==> src/design/tcs_pkg.sv <==
// shared types, register codes and segment encoding for the temperature display unit
`timescale 1ns / 1ps
package tcs_pkg;

  typedef enum logic [1:0] {
    REG_CAL_T1 = 2'd0,
    REG_CAL_T2 = 2'd1,
    REG_CAL_T3 = 2'd2
  } tcs_reg_t;

  localparam int unsigned DISPLAY_MAX = 9999;

  // word handed from the compensation pipe to the display pipe
  typedef struct packed {
    logic               valid;
    logic signed [31:0] fine;
    logic signed [26:0] hund;
  } tcs_comp_t;

  function automatic logic [7:0] seg_encode(input logic [3:0] digit);
    logic [7:0] seg;
    case (digit)
      4'd0:    seg = 8'h7E;
      4'd1:    seg = 8'h0C;
      4'd2:    seg = 8'hB6;
      4'd3:    seg = 8'h9E;
      4'd4:    seg = 8'hCC;
      4'd5:    seg = 8'hDA;
      4'd6:    seg = 8'hFA;
      4'd7:    seg = 8'h0E;
      4'd8:    seg = 8'hFE;
      4'd9:    seg = 8'hDE;
      default: seg = 8'h00;
    endcase
    return seg;
  endfunction

endpackage

==> src/design/temp_compensate_to_segments_unit.sv <==
// top level: calibration registers, compensation pipe and display pipe
`timescale 1ns / 1ps
// Takes one raw temperature reading in every clock cycle; busy is always low. Each
// word passes the eight register stages of the pipe and comes out marked by
// out_valid for one cycle, in input order, and cannot be held off. The stages are
// an offset stage, two multiplier stages and a sum stage for the compensation,
// one for the scale to hundredths, and three for range check, decimal digits and
// segment patterns. Write the calibration registers only while no reading is in
// flight.
module temp_compensate_to_segments_unit (
  input  logic                clk,
  input  logic                rst_n,
  input  logic                start,
  output logic                busy,
  input  logic [19:0]         in_raw_reading,
  input  logic                cfg_we,
  input  logic [1:0]          cfg_index,
  input  logic [15:0]         cfg_wdata,
  output logic                out_valid,
  output logic signed [31:0]  out_fine_temp,
  output logic signed [26:0]  out_temp_hundredths,
  output logic                out_out_of_range,
  output logic [7:0]          out_seg_tens,
  output logic [7:0]          out_seg_ones,
  output logic [7:0]          out_seg_tenths,
  output logic [7:0]          out_seg_hundredths
);
  import tcs_pkg::*;

  logic [15:0]        cal_t1_r;
  logic signed [15:0] cal_t2_r, cal_t3_r;
  logic               accept;
  tcs_comp_t          comp;

  assign busy   = 1'b0;
  assign accept = start && !busy;

  always_ff @(posedge clk) begin
    if (!rst_n) begin
      cal_t1_r <= '0;
      cal_t2_r <= '0;
      cal_t3_r <= '0;
    end else if (cfg_we) begin
      case (cfg_index)
        REG_CAL_T1: cal_t1_r <= cfg_wdata;
        REG_CAL_T2: cal_t2_r <= cfg_wdata;
        REG_CAL_T3: cal_t3_r <= cfg_wdata;
        default: ;
      endcase
    end
  end

  tcs_comp u_comp (
    .clk      (clk),
    .rst_n    (rst_n),
    .in_valid (accept),
    .raw      (in_raw_reading),
    .cal_t1   (cal_t1_r),
    .cal_t2   (cal_t2_r),
    .cal_t3   (cal_t3_r),
    .comp_o   (comp)
  );

  tcs_disp u_disp (
    .clk          (clk),
    .rst_n        (rst_n),
    .comp_i       (comp),
    .valid_o      (out_valid),
    .fine_o       (out_fine_temp),
    .hund_o       (out_temp_hundredths),
    .oor_o        (out_out_of_range),
    .seg_tens_o   (out_seg_tens),
    .seg_ones_o   (out_seg_ones),
    .seg_tenths_o (out_seg_tenths),
    .seg_hund_o   (out_seg_hundredths)
  );

  // every accepted reading yields a word
  assert property (@(posedge clk) disable iff (!rst_n)
    accept |-> ##8 out_valid)
    else $error("accepted reading produced no word");

  // no word without an earlier accepted reading
  assert property (@(posedge clk) disable iff (!rst_n)
    out_valid |-> $past(accept, 8))
    else $error("word without a reading");

  // out of range blanks every digit
  assert property (@(posedge clk) disable iff (!rst_n)
    (out_valid && out_out_of_range) |->
      (out_seg_tens == 8'h00 && out_seg_ones == 8'h00 &&
       out_seg_tenths == 8'h00 && out_seg_hundredths == 8'h00))
    else $error("digits shown while out of range");

  // the flag agrees with the reported hundredths
  assert property (@(posedge clk) disable iff (!rst_n)
    out_valid |-> (out_out_of_range ==
      (out_temp_hundredths < 0 || out_temp_hundredths > 27'sd9999)))
    else $error("range flag disagrees with hundredths");

endmodule

==> src/design/tcs_comp.sv <==
// compensation pipeline: raw reading to fine temperature and hundredths of a degree
`timescale 1ns / 1ps
module tcs_comp (
  input  logic                 clk,
  input  logic                 rst_n,
  input  logic                 in_valid,
  input  logic [19:0]          raw,
  input  logic [15:0]          cal_t1,
  input  logic signed [15:0]   cal_t2,
  input  logic signed [15:0]   cal_t3,
  output tcs_pkg::tcs_comp_t   comp_o
);
  import tcs_pkg::*;

  logic               v1_r, v2_r, v3_r, v4_r, v5_r;
  logic signed [17:0] a_r, a_nxt;
  logic signed [16:0] d_r, d_nxt;
  logic signed [33:0] p1_r, p1_nxt;
  logic signed [33:0] sq_full;
  logic [31:0]        sq_r;
  logic signed [22:0] var1_r, var1_nxt;
  logic signed [35:0] p2_r, p2_nxt;
  logic signed [21:0] var2;
  logic signed [23:0] fine_r, fine_nxt;
  logic signed [26:0] fine_ext, x5, x5_bias;
  logic signed [26:0] hund_r, hund_nxt;
  logic signed [31:0] fine32_r;

  // stage 1: offsets against the first calibration word
  assign a_nxt = signed'({1'b0, raw[19:3]}) - signed'({1'b0, cal_t1, 1'b0});
  assign d_nxt = signed'({1'b0, raw[19:4]}) - signed'({1'b0, cal_t1});

  // stage 2: linear product and square
  assign p1_nxt  = 34'(a_r) * 34'(cal_t2);
  assign sq_full = 34'(d_r) * 34'(d_r);

  // stage 3: linear term done, quadratic product
  assign var1_nxt = p1_r[33:11];
  assign p2_nxt   = 36'(signed'({1'b0, sq_r[31:12]})) * 36'(cal_t3);

  // stage 4: sum of both terms
  assign var2     = p2_r[35:14];
  assign fine_nxt = {var1_r[22], var1_r} + {{2{var2[21]}}, var2};

  // stage 5: times 5 over 256, truncated toward zero
  assign fine_ext = {{3{fine_r[23]}}, fine_r};
  assign x5       = (fine_ext <<< 2) + fine_ext;
  assign x5_bias  = x5 + 27'sd255;
  assign hund_nxt = x5[26] ? (x5_bias >>> 8) : (x5 >>> 8);

  always_ff @(posedge clk) begin
    if (!rst_n) begin
      v1_r <= 1'b0;
      v2_r <= 1'b0;
      v3_r <= 1'b0;
      v4_r <= 1'b0;
      v5_r <= 1'b0;
    end else begin
      v1_r <= in_valid;
      v2_r <= v1_r;
      v3_r <= v2_r;
      v4_r <= v3_r;
      v5_r <= v4_r;
    end
  end

  always_ff @(posedge clk) begin
    a_r      <= a_nxt;
    d_r      <= d_nxt;
    p1_r     <= p1_nxt;
    sq_r     <= sq_full[31:0];
    var1_r   <= var1_nxt;
    p2_r     <= p2_nxt;
    fine_r   <= fine_nxt;
    hund_r   <= hund_nxt;
    fine32_r <= {{8{fine_r[23]}}, fine_r};
  end

  assign comp_o.valid = v5_r;
  assign comp_o.fine  = fine32_r;
  assign comp_o.hund  = hund_r;

endmodule

==> src/design/tcs_disp.sv <==
// display pipeline: range check, decimal digits and segment patterns
`timescale 1ns / 1ps
module tcs_disp (
  input  logic                 clk,
  input  logic                 rst_n,
  input  tcs_pkg::tcs_comp_t   comp_i,
  output logic                 valid_o,
  output logic signed [31:0]   fine_o,
  output logic signed [26:0]   hund_o,
  output logic                 oor_o,
  output logic [7:0]           seg_tens_o,
  output logic [7:0]           seg_ones_o,
  output logic [7:0]           seg_tenths_o,
  output logic [7:0]           seg_hund_o
);
  import tcs_pkg::*;

  logic               v6_r, v7_r, v8_r;
  logic signed [31:0] fine6_r, fine7_r, fine8_r;
  logic signed [26:0] hund6_r, hund7_r, hund8_r;
  logic               oor_nxt, oor6_r, oor7_r, oor8_r;
  logic [13:0]        h;
  logic [13:0]        h6_r;
  logic [27:0]        m3, m2, m1;
  logic [3:0]         q3_r;
  logic [6:0]         q2_r;
  logic [9:0]         q1_r;
  logic [6:0]         d2_w;
  logic [9:0]         d1_w;
  logic [13:0]        d0_w;
  logic [3:0]         dig3_r, dig2_r, dig1_r, dig0_r;
  logic [7:0]         seg3_r, seg2_r, seg1_r, seg0_r;

  assign h       = comp_i.hund[13:0];
  assign oor_nxt = comp_i.hund[26] || (comp_i.hund > 27'(DISPLAY_MAX));

  // stage 6: quotients by 1000, 100 and 10 through reciprocal multiplies
  assign m3 = {14'd0, h} * 28'd8389;
  assign m2 = {14'd0, h} * 28'd5243;
  assign m1 = {14'd0, h} * 28'd6554;

  // stage 7: digits from neighboring quotients
  assign d2_w = q2_r - 7'({3'd0, q3_r} * 7'd10);
  assign d1_w = q1_r - 10'({3'd0, q2_r} * 10'd10);
  assign d0_w = h6_r - 14'({4'd0, q1_r} * 14'd10);

  always_ff @(posedge clk) begin
    if (!rst_n) begin
      v6_r <= 1'b0;
      v7_r <= 1'b0;
      v8_r <= 1'b0;
    end else begin
      v6_r <= comp_i.valid;
      v7_r <= v6_r;
      v8_r <= v7_r;
    end
  end

  always_ff @(posedge clk) begin
    fine6_r <= comp_i.fine;
    hund6_r <= comp_i.hund;
    oor6_r  <= oor_nxt;
    h6_r    <= h;
    q3_r    <= m3[26:23];
    q2_r    <= m2[25:19];
    q1_r    <= m1[25:16];

    fine7_r <= fine6_r;
    hund7_r <= hund6_r;
    oor7_r  <= oor6_r;
    dig3_r  <= q3_r;
    dig2_r  <= d2_w[3:0];
    dig1_r  <= d1_w[3:0];
    dig0_r  <= d0_w[3:0];

    // stage 8: segment patterns, with all digits blanked when out of range
    fine8_r <= fine7_r;
    hund8_r <= hund7_r;
    oor8_r  <= oor7_r;
    seg3_r  <= oor7_r ? 8'h00 : seg_encode(dig3_r);
    seg2_r  <= oor7_r ? 8'h00 : seg_encode(dig2_r);
    seg1_r  <= oor7_r ? 8'h00 : seg_encode(dig1_r);
    seg0_r  <= oor7_r ? 8'h00 : seg_encode(dig0_r);
  end

  assign valid_o      = v8_r;
  assign fine_o       = fine8_r;
  assign hund_o       = hund8_r;
  assign oor_o        = oor8_r;
  assign seg_tens_o   = seg3_r;
  assign seg_ones_o   = seg2_r;
  assign seg_tenths_o = seg1_r;
  assign seg_hund_o   = seg0_r;

endmodule
==> config.mk <==
export PLATFORM = sky130hd
export DESIGN_NAME = temp_compensate_to_segments_unit
export DESIGN_NICKNAME = d
export VERILOG_FILES = /design/src/design/tcs_pkg.sv /design/src/design/temp_compensate_to_segments_unit.sv /design/src/design/tcs_comp.sv /design/src/design/tcs_disp.sv
export SDC_FILE = /design/constraint.sdc
export NUM_CORES = 2
export LEC_CHECK = 0
export BUFFER_PORTS_ARGS = -buffer_cell sky130_fd_sc_hd__buf_4
export CAP_MARGIN = 20
export CORE_ASPECT_RATIO = 0.75
export CORE_MARGIN = 4
export CORE_UTILIZATION = 56
export DETAILED_ROUTE_END_ITERATION = 8
export PLACE_DENSITY = 0.71
export SLEW_MARGIN = 5
export SYNTH_ARGS = -nofsm -noshare
export SYNTH_HDL_FRONTEND = slang
export SYNTH_SLANG_ARGS = --single-unit
==> constraint.sdc <==
create_clock -name clk -period 8.54 [get_ports clk]
set_input_delay 0.854 -clock clk [delete_from_list [all_inputs] [get_ports clk]]
set_output_delay 0.854 -clock clk [all_outputs]
set_load 0.05 [all_outputs]
* Word level (Yosys, flattened, before mapping)
Memories as Yosys holds them, arrays and structs flattened. A register that Yosys moved wholly into a read port is not among the register bits.
Index checks and enable logic that the tools add are counted.
** Word-level totals
- Bits in registers :: 488
- Bits in read-only memories :: 448
- Input bits :: 42
- Output and inout port bits :: 94
- Logic and storage cells :: 72
- Memories :: 4
** Operators by class
- $add $sub $neg :: 8
- Multipliers :: 9
- Order comparisons :: 1
- Equality and inequality tests :: 2
- Muxes and demuxes :: 1
- Reductions and logical operators :: 5
** Memories
- (no name shown) :: words 16, width 7, read ports 1, clocked after Yosys merged registers in 1, wr ports 0, RTL line tcs_pkg.sv:22 : case (digit)
- (no name shown) :: words 16, width 7, read ports 1, clocked after Yosys merged registers in 1, wr ports 0, RTL line tcs_pkg.sv:22
- (no name shown) :: words 16, width 7, read ports 1, clocked after Yosys merged registers in 1, wr ports 0, RTL line tcs_pkg.sv:22
- (no name shown) :: words 16, width 7, read ports 1, clocked after Yosys merged registers in 1, wr ports 0, RTL line tcs_pkg.sv:22
** Operators by type and width (count)
- 21-bit by 16-bit multiplier with 36-bit output :: 1
- 18-bit by 16-bit multiplier with 34-bit output :: 1
- 17-bit by 17-bit multiplier with 32-bit output :: 1
- 26-bit by 24-bit adder with 27-bit output :: 1
- 27-bit by 9-bit adder with 27-bit output, second input constant :: 1
- 27-bit by 14-bit greater-than comparator with 1-bit output, second input constant :: 1
- 14-bit by 14-bit multiplier with 27-bit output, second input constant :: 1
- 14-bit by 13-bit multiplier with 26-bit output, second input constant :: 1
- 14-bit by 12-bit multiplier with 25-bit output, second input constant :: 1
- 23-bit by 22-bit adder with 24-bit output :: 1
- 18-bit two-way mux :: 1
- 17-bit by 17-bit subtractor with 18-bit output :: 1
- 16-bit by 16-bit subtractor with 17-bit output :: 1
- 4-bit subtractor :: 3
- 10-bit by 3-bit multiplier with 3-bit output, second input constant :: 1
- 7-bit by 3-bit multiplier with 3-bit output, second input constant :: 1
- 2-bit AND reduction :: 3
- 4-bit by 3-bit multiplier with 3-bit output, second input constant :: 1
- 2-bit by 1-bit == test with 1-bit output, second input constant :: 1
- 2-bit == test, second input constant :: 1
- 2-bit zero test :: 1
- 1-bit logical OR :: 1

* Depth between registers and ports, before layout
- Word-level depth :: 3
- Gate-level depth with buffers :: 25
- Mapped depth without buffers :: 24

* By module
Synthesis repeated with hierarchy kept, for this count alone.
** Second synthesis, totals
- Cell total of the unflattened synthesis :: 5397
- Area total of the unflattened synthesis :: 52033.7 µm²
** By module, submodules not included
- tcs_comp :: instances 1, cells an instance 3993, area each 36876.6 µm², sequential area each 3563.4 µm²
- tcs_disp :: instances 1, cells an instance 1226, area each 13311.5 µm², sequential area each 4764.6 µm²
- temp_compensate_to_segments_unit :: instances 1, cells an instance 178, area each 1845.5 µm², sequential area each 960.9 µm²

* Worst setup path after synthesis
No wires, ideal clock.
- Path type :: flip-flop to flip-flop
- Start :: register, netlist name u_comp.a_r[3]
- End :: register u_comp.sq_r[31]
- Setup time :: 0.072 ns
- Data arrival time :: 6.284 ns
- Required time :: 8.468 ns
- Setup slack :: 2.185 ns
- Cell stages (with the launch flop) :: 23
- Path buffers :: 2
- Period minus slack after synthesis :: 6.355 ns
- Cell sequence :: dfxtp_1 > clkbuf_1 > clkbuf_1 > nand2_1 > fa_1 > fa_1 > fa_1 > inv_1 > fa_1 > fa_1 > inv_1 > fa_1 > inv_1 > ha_1 > a2111oi_0 > o21ai_0 > a21oi_2 > o311ai_1 > a21oi_1 > o21ai_1 > a2111o_1 > a31oi_1 > xor2_1
** RTL lines
- end signal: assignment :: RTL line tcs_comp.sv:71 : sq_r <= sq_full[31:0];
- end: declaration :: RTL line tcs_comp.sv:20 : logic [31:0] sq_r;

* Worst setup path in the final report
- Start :: register cal_t3_r[3]
- End :: register u_comp.p2_r[32]
** On the way
- Longest elaborated chain between the ends :: 1
** RTL lines
- start: declaration :: RTL line temp_compensate_to_segments_unit.sv:31 : logic signed [15:0] cal_t2_r, cal_t3_r;
- start signal: assignment :: RTL line temp_compensate_to_segments_unit.sv:47 : REG_CAL_T3: cal_t3_r <= cfg_wdata;
- 21-bit by 16-bit multiplier with 36-bit output :: RTL line tcs_comp.sv:39 : assign p2_nxt = 36'(signed'({1'b0, sq_r[31:12]})) * 36'(cal_t3);
- via u_comp.p2_nxt[32] :: RTL line tcs_comp.sv:22 : logic signed [35:0] p2_r, p2_nxt;
- end signal: assignment :: RTL line tcs_comp.sv:73 : p2_r <= p2_nxt;
- end: declaration :: RTL line tcs_comp.sv:22
The timed path passes the listed nets, and every way through them passes these cells.
A chain may end at the register's enable or synchronous reset.

==> impl_metrics.tcl <==
set metrics [dict create \
    status "finished clean" \
    syn_area_sq_mm 0.05043 \
    die_w_um 354.5 \
    end_kind "register" \
    synth_cell_types 91 \
    cp_max_fo 21 \
    ys_ff_latch 416 \
    syn_inst 5278 \
    dr.first_iter.drc_count 1823 \
    fin_worst_skew_ns 0.02932 \
    min_from "u_disp.fine6_r[3]" \
    drive_gt1_share_pct 5.378 \
    slew_viol_final 0 \
    cts_tree "yes" \
    cts-root-buf "clkbuf_16" \
    fmax_mhz 129.9 \
    drc 0 \
    synth-main-ff-cell "dfxtp_1" \
    r2r_end "u_comp.p2_r[32]" \
    cp_data_arrival_time_ns 8.19 \
    overflow 0 \
    antenna_found_initial 2 \
    synth_seq_area_share_pct 16.51 \
    ctsResizeCount 0 \
    synth_enable_flop_cells 0 \
    rrSetupSlack_ns 0.84 \
    drt-total-wl_um 109700 \
    cts_hold_buffers 0 \
    portBuffers 127 \
    grt_pass1_wl_um 188200 \
    cts_setup_buffers 0 \
    synthToLayoutAreaGrowth_pct 7.252 \
    dieArea_sq_mm 0.09498 \
    post-route-period-util_pct 90.12 \
    final_antenna_net_count 0 \
    synth.most_common_cell "inv_1" \
    synth_top_area_cell "fa_1" \
    yosys.area_share.simple_pct 12.30 \
    reg2regPathDepth 22 \
    path_cells "nand2_1 -> fa_1 -> fa_1 -> fa_1 -> fa_1 -> inv_1 -> fa_1 -> inv_1 -> fa_1 -> inv_1 -> ha_1 -> and3_1 -> a221oi_1 -> nand2_1 -> nor3_1 -> o21ai_1 -> a311oi_1 -> buf_4 -> nor2_1 -> o21a_1 -> o21ai_0 -> a22oi_1" \
    core_sq_mm 0.08950 \
    path_class "register to register" \
    track_usage_pct 24.59 \
    r2r-start "cal_t3_r[3]" \
    clkSlewWorstSetupHoldPaths_ns 0.06 \
    wl_per_cell_um 16.70 \
    start_util_pct 56.35 \
    rows 95 \
    synth_compound_area_share_pct 5.721 \
    min_path_type "register to register" \
    setup_violations 0 \
    synth_top_family_by_area "adder cells" \
    worstPathRequired_ns 9.03 \
    cp-start-kind "register" \
    drt_first_pass_iters 5 \
    synth.avg_cell_area_sq_um 9.556 \
    grt_pass1_vias 36720 \
    holdPathEnd "u_disp.fine7_r[3]" \
    worstMarginPinSlew_ns 1.023 \
    die_y_um 267.9 \
    rsz0062_at_grt "no" \
    dp_hpwl_um 90010 \
    synth_mux_area_share_pct 0.1042 \
    clock_sinks 416 \
    ios 136 \
    whs_path_depth 0 \
    cpMaxStageDelayCell "dfxtp_1" \
    yosys-top-cells-count "inv_1, fa_1, ha_1" \
    gp_routability_congestion 0.8866 \
    hold_viol 0 \
    max_slew_margin_pct 31.71 \
    cts.path.max_buffers 3 \
    finalCriticalPeriod_ns 7.696 \
    via_count 33800 \
    htreeDepth 2 \
    synth_top_area_share_pct 36.76 \
    synthTopCellsByArea "fa_1, dfxtp_1, ha_1" \
    yosys_warnings 0 \
    cts-buffers-inserted 45 \
    synth_xor_area_share_pct 3.019 \
    worst_slack_ns 0.8441 \
    worst_path_most_repeated_cell "fa_1" \
    post-place-ws_ns 0.9685 \
    viasPerCell 5.146 \
    cp_slowest_stage_delay_ns 0.89 \
    clk_latency_ns 0.62 \
    drv.max_cap_violation_count 0 \
    synthAdderAreaFrac_pct 51.19 \
    synthArstFlopShare_pct 0 \
    layout.nets 6869 \
    grt_max_degree 57 \
    setup_tns_ns 0 \
]
layout make-up:
class / instances / area (sq um)
diodes: 1 / 2.502
clock buffers: 58 / 1205
clock inverters: 25 / 369.1
fillers: 7585 / 35410
inverters: 1287 / 4831
multi-input cells: 3393 / 36500
flip-flops and latches: 416 / 8329
well taps: 1212 / 1516
repair buffers: 176 / 1339
logic make-up (layout without fill, tap and decap cells):
logic type,count (synthesis),after routing
compound gates,426,426
xor+xnor,173,173
fa+ha+maj,1508,1508
buf+inv,1473,1546
flops,416,416
mux,5,5
other cells,1,6
simple gates,1276,1276
flip-flops by register name, indices dropped and copies added, names as in the netlist, 20 cells and up:
name             count
u_comp.fine32_r     24
u_disp.fine_o       24
u_disp.fine7_r      24
u_comp.var1_r       23
u_comp.fine_r       24
u_comp.sq_r         20
u_disp.fine6_r      24
u_comp.p1_r         23
u_comp.p2_r         22
metrics by stage:
stage / cells / cell area [sq um] / hold WS [ns] / utilization, %
after global placement: 6482 / 52480 / 0.3100 / 58.64
after global routing: 6567 / 54090 / 0.3221 / 60.43
final: 6568 / 54090 / 0.3195 / 60.43
after detailed placement: 6482 / 52480 / 0.3121 / 58.64
after CTS: 6565 / 54060 / 0.3121 / 60.40
after floorplan: 5282 / 50450 / 0.3096 / -
placed cells by master (no fill, tap or decap), drive strengths merged, types with 5 or more instances in the layout:
cell type,n
inv,1293
or3,14
a21boi,56
nand2,532
nor2,182
a22oi,6
xnor2,127
a211o,5
a21o,41
ha,582
bufinv,6
nand4,15
o21a,33
clkbuf,59
and2,348
fa,926
and3,18
buf,175
xor2,46
clkinvlp,7
dfxtp,416
o211ai,12
o21bai,9
o31ai,6
a31oi,23
clkinv,6
nor4b,5
a31o,5
nor2b,32
nor3,39
nand3,29
a21oi,95
a211oi,14
nand2b,36
o21ai,77
or2,8
a311oi,5
conb,5
critical path, delay by kind of cell, from the launching register on:
kind	cells	cell delay, ns
buffers and inverters	4	0.37
and+or+nand+nor	5	1.19
AOI/OAI and AO/OA	6	1.77
DFF	1	0.89
adders and majority gates	7	3.35
per-layer routing:
layer / vias up / track usage, % / wire (um)
met4: 4 / 5.483 / 2383
met5: - / 0.8780 / 132
li1: 15880 / - / -
met1: 16840 / 35.50 / 50550
met2: 923 / 38.43 / 47980
met3: 154 / 5.266 / 8641
worst max path at each step:
stage | start | end | slack [ns] | cells after the start
after floorplan | u_comp.a_r[3] | u_comp.sq_r[31] | 2.18 | 22
after global placement | cal_t3_r[3] | u_comp.p2_r[32] | 1.05 | 22
after detailed placement | cal_t3_r[3] | u_comp.p2_r[32] | 0.97 | 22
after CTS | cal_t3_r[3] | u_comp.p2_r[32] | 0.96 | 22
after global routing | cal_t3_r[3] | u_comp.p2_r[32] | 0.48 | 22
final | cal_t3_r[3] | u_comp.p2_r[32] | 0.84 | 22
Power is not shown: default switching activity piles up to over one toggle a cycle in this logic, so the estimate is an artifact.
